### src/rtl/sql_quoted_literal_masker_core_assert.svh
// Assertion macros shared by the masker RTL.
`ifndef SQL_QUOTED_LITERAL_MASKER_CORE_ASSERT_SVH
`define SQL_QUOTED_LITERAL_MASKER_CORE_ASSERT_SVH

// Same-cycle implication, disabled during reset.
`define SQLM_ASSERT_IMP(label, clk, rst_n, ante, cons) \
  label: assert property (@(posedge clk) disable iff (!(rst_n)) (ante) |-> (cons)) \
    else $error("assertion failed");

// Next-cycle implication, disabled during reset.
`define SQLM_ASSERT_NXT(label, clk, rst_n, ante, cons) \
  label: assert property (@(posedge clk) disable iff (!(rst_n)) (ante) |=> (cons)) \
    else $error("assertion failed");

`endif

### src/rtl/sqlm_pkg.sv
package sqlm_pkg;

  localparam logic [7:0] CH_MASK   = 8'h3F;
  localparam logic [7:0] CH_SQUOTE = 8'h27;
  localparam logic [7:0] CH_DQUOTE = 8'h22;
  localparam logic [7:0] CH_BSLASH = 8'h5C;

  typedef enum logic [1:0] {
    REGION_OUT     = 2'd0,
    REGION_IN      = 2'd1,
    REGION_CLOSING = 2'd2
  } region_e;

  typedef struct packed {
    logic [7:0] in_byte;
    logic       in_last;
  } in_t;

  typedef struct packed {
    logic [7:0] out_byte;
    logic       out_keep;
    logic       out_last;
  } out_t;

endpackage

### src/rtl/sql_quoted_literal_masker_core.sv
// Query literal masker. Query text enters one byte per transaction on the
// input channel (in_valid_i / in_stall_o / in_i); in_last marks the final
// byte of a query. Every accepted byte yields exactly one result transaction
// on the output channel (out_valid_o / out_stall_i / out_o): the opening
// quote of a literal comes out as '?', the rest of the literal and its
// closing quote come out with out_keep low and a zero byte, and all other
// bytes pass through with out_keep high. out_last copies in_last.
// Path: a byte accepted on the input channel is loaded into the input register,
// and its result is then registered in the result register, which shows it
// until the receiver takes it; a stall can hold the byte in the input register.
// Throughput: one byte per cycle unless the receiver stalls; the scan state
// (region, quote kind, escape flag) updates per byte between the registers.
// Reset clears both stage valids and returns the scan to outside a literal;
// the state also returns there after each byte with in_last set.
// When the receiver stalls, the result register holds its transaction, the
// input register holds one more byte, and then in_stall_o rises.
`include "sql_quoted_literal_masker_core_assert.svh"

module sql_quoted_literal_masker_core (
  input  logic           clk_i,
  input  logic           rst_ni,
  input  logic           in_valid_i,
  output logic           in_stall_o,
  input  sqlm_pkg::in_t  in_i,
  output logic           out_valid_o,
  input  logic           out_stall_i,
  output sqlm_pkg::out_t out_o
);

  logic           in_valid_q;
  sqlm_pkg::in_t  in_q;
  sqlm_pkg::out_t result;
  logic           out_busy;
  logic           advance;

  // Move the held byte forward whenever the result register can take it.
  assign advance = in_valid_q && !out_busy;

  sqlm_in_stage u_in_stage (
    .clk_i      (clk_i),
    .rst_ni     (rst_ni),
    .in_valid_i (in_valid_i),
    .in_stall_o (in_stall_o),
    .in_i       (in_i),
    .advance_i  (advance),
    .valid_o    (in_valid_q),
    .data_o     (in_q)
  );

  sqlm_scan u_scan (
    .clk_i     (clk_i),
    .rst_ni    (rst_ni),
    .advance_i (advance),
    .item_i    (in_q),
    .result_o  (result)
  );

  sqlm_out_stage u_out_stage (
    .clk_i       (clk_i),
    .rst_ni      (rst_ni),
    .load_i      (advance),
    .result_i    (result),
    .out_stall_i (out_stall_i),
    .out_valid_o (out_valid_o),
    .out_o       (out_o),
    .busy_o      (out_busy)
  );

  `SQLM_ASSERT_IMP(a_drop_zero, clk_i, rst_ni, out_valid_o && !out_o.out_keep, out_o.out_byte == 8'h00)
  `SQLM_ASSERT_NXT(a_adv_valid, clk_i, rst_ni, advance, out_valid_o)
  `SQLM_ASSERT_IMP(a_stall_cause, clk_i, rst_ni, in_stall_o, out_valid_o && out_stall_i && in_valid_q)

endmodule

### src/rtl/sqlm_in_stage.sv
module sqlm_in_stage (
  input  logic          clk_i,
  input  logic          rst_ni,
  input  logic          in_valid_i,
  output logic          in_stall_o,
  input  sqlm_pkg::in_t in_i,
  input  logic          advance_i,
  output logic          valid_o,
  output sqlm_pkg::in_t data_o
);

  logic          valid_q, valid_d;
  sqlm_pkg::in_t data_q;
  logic          take;

  // Refill whenever the held transaction leaves or the stage is empty.
  assign in_stall_o = valid_q && !advance_i;
  assign take       = in_valid_i && !in_stall_o;

  always_comb begin
    valid_d = valid_q;
    if (take) begin
      valid_d = 1'b1;
    end else if (advance_i) begin
      valid_d = 1'b0;
    end
  end

  always_ff @(posedge clk_i or negedge rst_ni) begin
    if (!rst_ni) begin
      valid_q <= 1'b0;
    end else begin
      valid_q <= valid_d;
    end
  end

  always_ff @(posedge clk_i) begin
    if (take) begin
      data_q <= in_i;
    end
  end

  assign valid_o = valid_q;
  assign data_o  = data_q;

endmodule

### src/rtl/sqlm_scan.sv
module sqlm_scan (
  input  logic           clk_i,
  input  logic           rst_ni,
  input  logic           advance_i,
  input  sqlm_pkg::in_t  item_i,
  output sqlm_pkg::out_t result_o
);

  sqlm_pkg::region_e region_q, region_d;
  logic              dq_q, dq_d;
  logic              esc_q, esc_d;

  logic [7:0] b;
  logic [7:0] delim;
  logic       is_quote;
  logic       go_outside;
  logic       esc_eff;

  assign b        = item_i.in_byte;
  assign delim    = dq_q ? sqlm_pkg::CH_DQUOTE : sqlm_pkg::CH_SQUOTE;
  assign is_quote = (b == sqlm_pkg::CH_SQUOTE) || (b == sqlm_pkg::CH_DQUOTE);

  // Decide whether this byte is handled as text outside a literal.
  always_comb begin
    go_outside = 1'b0;
    esc_eff    = esc_q;
    unique case (region_q)
      sqlm_pkg::REGION_IN: begin
        go_outside = 1'b0;
      end
      sqlm_pkg::REGION_CLOSING: begin
        go_outside = (b != delim);
        esc_eff    = 1'b0;
      end
      default: begin
        go_outside = 1'b1;
      end
    endcase
  end

  // Next state.
  always_comb begin
    region_d = region_q;
    dq_d     = dq_q;
    esc_d    = esc_q;
    if (go_outside) begin
      if (!esc_eff && is_quote) begin
        region_d = sqlm_pkg::REGION_IN;
        dq_d     = (b == sqlm_pkg::CH_DQUOTE);
        esc_d    = 1'b0;
      end else begin
        region_d = sqlm_pkg::REGION_OUT;
        esc_d    = !esc_eff && (b == sqlm_pkg::CH_BSLASH);
      end
    end else if (region_q == sqlm_pkg::REGION_CLOSING) begin
      // Doubled delimiter: stay inside the literal.
      region_d = sqlm_pkg::REGION_IN;
    end else if (esc_q) begin
      esc_d = 1'b0;
    end else if (b == sqlm_pkg::CH_BSLASH) begin
      esc_d = 1'b1;
    end else if (b == delim) begin
      region_d = sqlm_pkg::REGION_CLOSING;
    end
    if (item_i.in_last) begin
      region_d = sqlm_pkg::REGION_OUT;
      dq_d     = 1'b0;
      esc_d    = 1'b0;
    end
  end

  // Result.
  always_comb begin
    result_o.out_byte = 8'h00;
    result_o.out_keep = 1'b0;
    result_o.out_last = item_i.in_last;
    if (go_outside) begin
      result_o.out_keep = 1'b1;
      result_o.out_byte = (!esc_eff && is_quote) ? sqlm_pkg::CH_MASK : b;
    end
  end

  always_ff @(posedge clk_i or negedge rst_ni) begin
    if (!rst_ni) begin
      region_q <= sqlm_pkg::REGION_OUT;
      dq_q     <= 1'b0;
      esc_q    <= 1'b0;
    end else if (advance_i) begin
      region_q <= region_d;
      dq_q     <= dq_d;
      esc_q    <= esc_d;
    end
  end

endmodule

### src/rtl/sqlm_out_stage.sv
module sqlm_out_stage (
  input  logic           clk_i,
  input  logic           rst_ni,
  input  logic           load_i,
  input  sqlm_pkg::out_t result_i,
  input  logic           out_stall_i,
  output logic           out_valid_o,
  output sqlm_pkg::out_t out_o,
  output logic           busy_o
);

  logic           valid_q, valid_d;
  sqlm_pkg::out_t data_q;

  // Busy while a result waits and the receiver holds it back.
  assign busy_o = valid_q && out_stall_i;

  always_comb begin
    valid_d = valid_q;
    if (load_i) begin
      valid_d = 1'b1;
    end else if (!out_stall_i) begin
      valid_d = 1'b0;
    end
  end

  always_ff @(posedge clk_i or negedge rst_ni) begin
    if (!rst_ni) begin
      valid_q <= 1'b0;
    end else begin
      valid_q <= valid_d;
    end
  end

  always_ff @(posedge clk_i) begin
    if (load_i) begin
      data_q <= result_i;
    end
  end

  assign out_valid_o = valid_q;
  assign out_o       = data_q;

endmodule
### config.mk
export PLATFORM = sky130hd
export DESIGN_NAME = sql_quoted_literal_masker_core
export DESIGN_NICKNAME = d
export VERILOG_FILES = /design/src/rtl/sqlm_pkg.sv /design/src/rtl/sql_quoted_literal_masker_core.sv /design/src/rtl/sqlm_in_stage.sv /design/src/rtl/sqlm_scan.sv /design/src/rtl/sqlm_out_stage.sv
export VERILOG_INCLUDE_DIRS = /design/src /design/src/rtl
export SDC_FILE = /design/constraint.sdc
export NUM_CORES = 1
export LEC_CHECK = 0
export ABC_AREA = 1
export BUFFER_PORTS_ARGS = -buffer_cell sky130_fd_sc_hd__buf_2
export CAP_MARGIN = 20
export CORE_UTILIZATION = 50
export DETAILED_ROUTE_END_ITERATION = 12
export HOLD_SLACK_MARGIN = 0.05
export PLACE_DENSITY = 0.74
export SLEW_MARGIN = 10
export SYNTH_ARGS = -nofsm -noshare
export SYNTH_HDL_FRONTEND = slang
export SYNTH_SLANG_ARGS = --single-unit
### constraint.sdc
create_clock -name clk_i -period 2.44 [get_ports clk_i]
set_input_delay 0.244 -clock clk_i [delete_from_list [all_inputs] [get_ports clk_i]]
set_output_delay 0.244 -clock clk_i [all_outputs]
set_load 0.005 [all_outputs]
* Yosys cells after proc, flatten, opt, wreduce, memory -nomap -nowiden
Index checks and enable logic that the tools add are counted.
** Cells by class
- Multiplexer cells :: 25
- Reductions and logical operators :: 19
- Bitwise gates (word level) :: 1
- Equality and inequality tests :: 11
** Operators with widths (number)
- $eq A8 B6 Y1 const B :: 2
- $mux W1 :: 16
- $mux W2 :: 6
- $eq A8 B6 Y1 :: 1
- $eq A8 B7 Y1 const B :: 1
- $ne A8 B6 Y1 :: 1
- $logic_and A1 B1 Y1 :: 6
- $mux W6 :: 1
- $reduce_bool A2 Y1 :: 3
- $logic_not A1 Y1 :: 4
- $ne A4 B3 Y1 const B :: 1
- $ne A4 B4 Y1 const B :: 1
- $reduce_and A4 Y1 :: 1
- $reduce_bool A4 Y1 :: 1
- $mux W3 :: 1
- $ne A3 B2 Y1 const B :: 1
- $reduce_and A3 Y1 :: 1
- $eq A2 B1 Y1 const B :: 1
- $eq A2 B2 Y1 const B :: 1
- $ne A2 B1 Y1 const B :: 1
- $pmux W1 S2 :: 1
- $reduce_and A2 Y1 :: 1
- $reduce_or A2 Y1 :: 1
- $logic_or A1 B1 Y1 :: 1
- $not A1 Y1 :: 1
** Storage, ports and cells
- Input bits :: 13
- Flip-flop bits (word level) :: 25
- Logic and storage cells :: 67

* Depth between registers and ports, before layout
Gate-level depths: netlist (run 1).
- Word-level depth :: 8
- Mapped depth :: 10
- Depth with buffers taken out :: 10

* Cells and area by module
From an unflattened synthesis (run 1), not the netlist that was laid out.
** Unflattened totals
- Cells, all modules :: 115
- Area total of the unflattened synthesis :: 1152.4 µm²
** By module, submodules not included
- sqlm_scan :: area an instance 474.2 µm², cells each 82, sequential area each 100.1 µm², times used 1
- sqlm_out_stage :: area an instance 340.3 µm², cells each 15, sequential area each 325.3 µm², times used 1
- sqlm_in_stage :: area an instance 327.8 µm², cells each 16, sequential area each 295.3 µm², times used 1
- sql_quoted_literal_masker_core :: area an instance 10.0 µm², cells each 2, sequential area each 0.0 µm², times used 1

* Least setup slack after synthesis (run 1)
OpenSTA, ideal clock, no wires.
- Kind :: register to register
- Start :: register u_out_stage.valid_q, in the netlist u_out_stage.out_valid_o
- End :: register u_scan.region_q[0]
- Path buffers :: 0
- Stages on the path, launching flop included :: 6
- Path slack :: 1013 ps
- Period minus slack after synthesis :: 1427 ps
- Data arrival time :: 1310 ps
- Library setup time :: 117 ps
- Path through :: dfrtp_1 > a21oi_2 > a21boi_4 > nand2_4 > nand2_1 > o21ai_2
** Between the ends
- Longest elaborated chain between the ends :: 4
** Ends and longest elaborated chain
- from (decl) :: RTL line sqlm_out_stage.sv:12 : logic valid_q, valid_d;
- from (signal assigned) :: RTL line sqlm_out_stage.sv:31 : valid_q <= valid_d;
- $logic_and A1 B1 Y1 :: RTL line sqlm_out_stage.sv:16 : assign busy_o = valid_q && out_stall_i;
- $logic_not A1 Y1 :: RTL line sql_quoted_literal_masker_core.sv:37 : assign advance = in_valid_q && !out_busy;
- $logic_and A1 B1 Y1 :: RTL line sql_quoted_literal_masker_core.sv:37
- via advance :: RTL line sql_quoted_literal_masker_core.sv:34 : logic advance;
- $reduce_and A4 Y1 (no source line)
- to (signal assigned) :: RTL line sqlm_scan.sv:85 : region_q <= sqlm_pkg::REGION_OUT;
- to (signal assigned) :: RTL line sqlm_scan.sv:89 : region_q <= region_d;
- to (decl) :: RTL line sqlm_scan.sv:9 : sqlm_pkg::region_e region_q, region_d;
The timed path passes the listed nets, and every way through them passes these cells.
A chain may end at the register's enable or synchronous reset.

* Worst setup path after layout (run 1)
- Start :: register u_in_stage.data_q, in the netlist u_in_stage.data_o[5]
- End :: register u_out_stage.data_q, in the netlist u_out_stage.out_o[9], data pin
** Between the ends
- Longest elaborated chain between the ends :: 4
- Elaborated cells between the ends (all ways) :: 8
** Ends and longest elaborated chain
- from (decl) :: RTL line sqlm_in_stage.sv:13 : sqlm_pkg::in_t data_q;
- from (signal assigned) :: RTL line sqlm_in_stage.sv:39 : data_q <= in_i;
- $ne A8 B6 Y1 :: RTL line sqlm_scan.sv:32 : go_outside = (b != delim);
- $pmux W1 S2 :: RTL line sqlm_scan.sv:27 : unique case (region_q)
- via u_scan.go_outside :: RTL line sqlm_scan.sv:16 : logic go_outside;
- $not A1 Y1 (no source line)
- $reduce_or A2 Y1 (no source line)
- to (signal assigned) :: RTL line sqlm_out_stage.sv:37 : data_q <= result_i;
- to (decl) :: RTL line sqlm_out_stage.sv:13 : sqlm_pkg::out_t data_q;
The timed path passes the listed nets, and every way through them passes these cells.

==> metrics, run 1 <==
status=completed; via count=841; Worst R2R Start=u_in_stage.data_o[5]; Finished Cell Area=0.001374 mm²; Area growth syn-to-layout=16.93%; Comb pwr share=13.6%; fin crit share=59.57%; GP Congestion=0.8591; DP HPWL=1421 µm; CTS H-tree depth=1; library cells used by synthesis=21; Worst EP required=2.53 ns; Placeable Area=0.002212 mm²; share of the synthesized area in the top cell type=48.56%; first-pass GRT wire length=2960 µm; gr ovfl total=0; Worst-path clk slew=0.12 ns; nets=157; Port Buf Inserts=24; clock latency on the worst-skew pair=0.31 ns; Worst Slack Setup Final=0.9866 ns; routed len/inst=10.63 µm; Largest stage delay, worst path=0.46 ns; worst hold margin=0.09605 ns; Post-CTS Setup Inserts=0; CP most frequent cell=nand2_4; initial core utilization=53.11%; mux contribution to synthesized area=0%; CTS Sinks=25; initial antenna violation count=0; worst slack, placed=1.007 ns; FMAX=688.0 MHz; Avg Cell Area, Syn=10.40 µm²; worst-path fanout max=8; adder-cell share of the synthesized area=0%; Yosys top cell by area=edfxtp_1; top post-synthesis cells by count=nand2_1 (29), edfxtp_1 (19), inv_1 (14); R2R setup slack=0.99 ns; Reg-to-Reg End=u_out_stage.out_o[9]; asr flop ratio synth=24.00%; # hold bufs at CTS=1; final WL=1817 µm; number of global-route vias before repair=761; Power Internal=0.6048 mW; fill cell count=185; most frequent cell after synthesis=nand2_1; EDFF count, synth=19; vias per cell=4.918; Pre-Repair DR Iteration Count=4; placed cells=166; die area=0.002548 mm²; post-synthesis xor/xnor area fraction=0%; peak supply drop=0.3941 mV; complex-gate fraction of the synthesized area=6.390%; Num CTS Buffers=3; Flop pwr share=64.0%; row count=17; CTS tree=done; max-slew violations=0; Critical Path Source=u_in_stage.data_o[5]; R2R cell count=8; Post-Place Cell Area=0.001338 mm²; top_reg_cell synth=edfxtp_1; largest net degree at the start of global routing=15; Cells after Synth=113; critical path type=flop to flop; Worst path slowest cell=edfxtp_1; Simple-Gate Fraction of Synth Area=26.20%; Post-Syn Nets=126; Residual DRC=0; #FFs+latches synth=25; Slew headroom=78.92%; measured slew at the worst slew-check pin=0.3158 ns; Critical Path AT=1.54 ns; Final Setup Violations=0; RSZ-0062 raised after global routing=false; Critical Path End Type=flop; total net switching power=0.1933 mW; clock share of power=22.4%; Post-DRT Antenna Nets=0; CP cell instances=nor2_2 > nand2_4 > nor2_8 > nand3_4 > nand2_4 > inv_2 > nand2_1 > nor2_1; Tot GR Track Use=15.81%; YS warnings=0; max cap viols=0; setup TNS=0 ns; min-delay worst type=primary input to flop; I/O pin total=25; largest family of logic cells by synthesized area=simple AND/OR/NAND/NOR gates; root buffer cell=clkbuf_4; CP endpoint=u_out_stage.out_o[9]; CTS max path bufs=2; Die Ht=50.48 µm; total power=0.7980 mW; final hold vios=0; switching share of power=24.22%; static leakage power=0.6498 nW; Final Util=62.10%; power density over cell area=580.9 mW/mm²; Die W=50.48 µm; Tmin final=1.453 ns; worst-case clock skew=0.003485 ns; Non-Filler Instances=171; diode count=0; sequential area share after synthesis=61.34%; Setup crit start kind=flop; layout cells sized above 1=32.87%; Post-Syn Area=0.001175 mm²; Area contributors post-synth=edfxtp_1 (49%), dfrtp_1 (13%), nand2_1 (9.3%); drt first-iter violations=17; Resize count post-CTS=0
==> power groups by stage <==
| stage | logic (mW) | clock network, mW | registers [mW] |
|---|---|---|---|
| after floorplan | 0.0619 | 0 | 0.522 |
| after global placement | 0.105 | 0 | 0.520 |
| after detailed placement | 0.108 | 0 | 0.521 |
| after CTS | 0.109 | 0.182 | 0.511 |
| after global routing | 0.120 | 0.198 | 0.515 |
| final | 0.108 | 0.179 | 0.511 |
==> metal layers <==
metal	global-route usage, %	share of wire, %	vias up
met2	25.56	49	36
met1	19.01	43	373
met4	10.19	2.2	0
met5	0	0	-
met3	3.333	5.4	7
li1	-	-	425
==> worst min-delay path by stage <==
stage,end,startpoint,cells after the start
2_1_floorplan,u_in_stage.valid_o,rst_ni,0
3_3_place_gp,u_scan.region_q[1],rst_ni,1
3_5_place_dp,u_scan.region_q[0],rst_ni,1
4_1_cts,u_in_stage.data_o[8],in_i[8],1
5_1_grt,u_in_stage.data_o[8],in_i[8],1
6_report,u_in_stage.data_o[8],in_i[8],1
==> flip-flops by register name, indices dropped and copies added (netlist names) <==
| signal | count |
|---|---|
| u_out_stage.out_o | 10 |
| u_in_stage.data_o | 9 |
| u_scan.region_q | 2 |
| u_in_stage.valid_o | 1 |
| u_out_stage.out_valid_o | 1 |
| u_scan.dq_q | 1 |
| u_scan.esc_q | 1 |
==> cell families after synthesis <==
family,Yosys count
flip-flops,25
AND/OR/NAND/NOR,59
AO/OA/AOI/OAI,10
buffers and inverters,19
==> final cells by class <==
type / instances / area, µm² / share of cell area (%)
Clock buffer: 4 / 26.28 / 1.913
Multi-Input combinational cell: 69 / 382.9 / 27.87
Sequential cell: 25 / 720.7 / 52.46
Timing Repair Buffer: 26 / 137.6 / 10.02
Tap cell: 28 / 35.03 / 2.550
Inverter: 19 / 71.32 / 5.191
==> worst max-delay path: cells and delay by family (launching register included) <==
family	cells	cell delay, ns
and+or+nand+nor	7	0.73
DFF	1	0.46
buffers and inverters	1	0.05
==> layout by cell type (no fill, tap or decap), types with 2 or more instances in the layout <==
master,n
nand2_1,29
a21oi_2,2
nor2_1,11
inv_1,14
dfrtp_1,6
a21oi_1,3
nand2_4,4
edfxtp_1,19
clkbuf_4,3
nor2_2,3
nand3_1,5
o21ai_0,2
nand4_1,2
inv_2,5
buf_2,24
(Power assumes the default switching activity.)
==> run 2, diff against run 1 <==
==> constraint.sdc (replaced) <==
create_clock -name clk_i -period 1.5 [get_ports clk_i]
set_input_delay 0.15 -clock clk_i [delete_from_list [all_inputs] [get_ports clk_i]]
set_output_delay 0.15 -clock clk_i [all_outputs]
set_load 0.005 [all_outputs]
==> metrics, run 2 (synthesis results as in run 1) <==
max-slew violations=0; Worst R2R Start=u_in_stage.data_o[5]; Residual DRC=0; Tot GR Track Use=17.90%; GP Congestion=0.8057; worst-path fanout max=8; Tmin final=1.435 ns; routed len/inst=11.70 µm; worst-case clock skew=0.008576 ns; Port Buf Inserts=24; Pre-Repair DR Iteration Count=4; R2R cell count=7; CTS tree=done; final WL=2153 µm; Non-Filler Instances=184; peak supply drop=0.7556 mV; Reg-to-Reg End=u_out_stage.out_o[6]; Critical Path End Type=flop; Setup crit start kind=flop; power density over cell area=889.0 mW/mm²; min-delay worst type=primary input to flop; total power=1.340 mW; Hold Crit Depth=3; Finished Cell Area=0.001508 mm²; Slew headroom=77.65%; nets=170; DP HPWL=1554 µm; initial antenna violation count=0; R2R setup slack=0.07 ns; gr ovfl total=0; die area=0.002548 mm²; Worst EP required=1.60 ns; final hold vios=0; CTS max path bufs=2; Die Ht=50.48 µm; Final Setup Violations=0; CTS H-tree depth=1; setup TNS=0 ns; FMAX=696.9 MHz; Worst-path clk slew=0.14 ns; diode count=0; Post-Place Cell Area=0.001338 mm²; first-pass GRT wire length=3291 µm; CTS Sinks=25; number of global-route vias before repair=850; commonest non-fill, non-tap cell in the layout=nand2_1; most frequent cells in the layout=nand2_1 (28), buf_2 (24), edfxtp_1 (19); via count=905; root buffer cell=clkbuf_4; I/O pin total=25; RSZ-0062 raised after global routing=true; Placeable Area=0.002212 mm²; initial core utilization=53.11%; row count=17; max cap viols=0; Post-DRT Antenna Nets=0; Area growth syn-to-layout=28.33%; placed cells=166; CP endpoint=u_out_stage.out_o[6]; critical path type=flop to flop; drt first-iter violations=24; largest net degree at the start of global routing=15; Die W=50.48 µm; max reg flops=10; static leakage power=0.7115 nW; Critical Path AT=1.54 ns; fin crit share=95.66%; Num CTS Buffers=3; status=completed; clock latency on the worst-skew pair=0.32 ns; measured slew at the worst slew-check pin=0.3348 ns; layout cells sized above 1=33.97%; Critical Path Source=u_in_stage.data_o[5]; vias per cell=4.918
==> run 2: worst max-delay path, cell delays in order (launching register included) <==
cell      delay (ns)
edfxtp_1        0.48
nor2_4          0.14
nand2_4         0.08
nor2_8          0.11
nand3_4         0.10
nand2_4         0.13
buf_4           0.12
nor2_1          0.03
==> run 2: worst min path at each step <==
stage	start	end	slack, ns
after floorplan	rst_ni	u_in_stage.valid_o	-0.15
after global placement	rst_ni	u_scan.region_q[1]	-0.02
after detailed placement	rst_ni	u_scan.region_q[0]	-0.01
after CTS	in_valid_i	u_in_stage.valid_o	0.06
after global routing	in_valid_i	u_in_stage.valid_o	0.07
final	in_valid_i	u_in_stage.valid_o	0.05
==> run 2: cell type report <==
type,count,area [µm²]
multi-input combinational,69,395.4
sequential,25,720.7
fill,174,704.4
inverter,19,71.32
timing repair buffer,39,257.7
tap,28,35.03
clock buffer,3,22.52
clock inverter,1,5.005
==> run 2: layer usage <==
layer / wire [µm] / vias to the layer above / part of all wire, % / global-route usage, %
met2: 1125 / 41 / 52 / 32.67
met4: 58 / 0 / 2.7 / 10.65
li1: - / 450 / - / -
met3: 113 / 9 / 5.2 / 2.727
met5: 0 / - / 0 / 0
met1: 856 / 405 / 40 / 19.28
==> run 2: per-stage QoR <==
step	utilization (%)	worst slack (ns)	hold slack, ns
6_report	68.16	0.06504	0.05039
5_1_grt	68.16	-0.008094	0.06670
4_1_cts	66.23	0.03366	0.06157
3_5_place_dp	60.46	0.05268	-0.01495
3_3_place_gp	60.46	0.1277	-0.02156
2_1_floorplan	-	0.07292	-0.1456
==> run 2: repair_timing <==
action / in CTS / in global routing
hold buffers: 10 / 0
buffers inserted: 0 / 4
endpoints found under the hold margin: 15 / 0
endpoints found under the setup margin: 0 / 4
resized for setup: 0 / 4
==> run 2: power by group <==
part | internal (mW) | leakage [nW] | switching [mW]
combinational | 0.0942 | 0.437 | 0.114
sequential | 0.809 | 0.257 | 0.0240
clock | 0.100 | 0.0177 | 0.200
total | 1.00 | 0.712 | 0.338
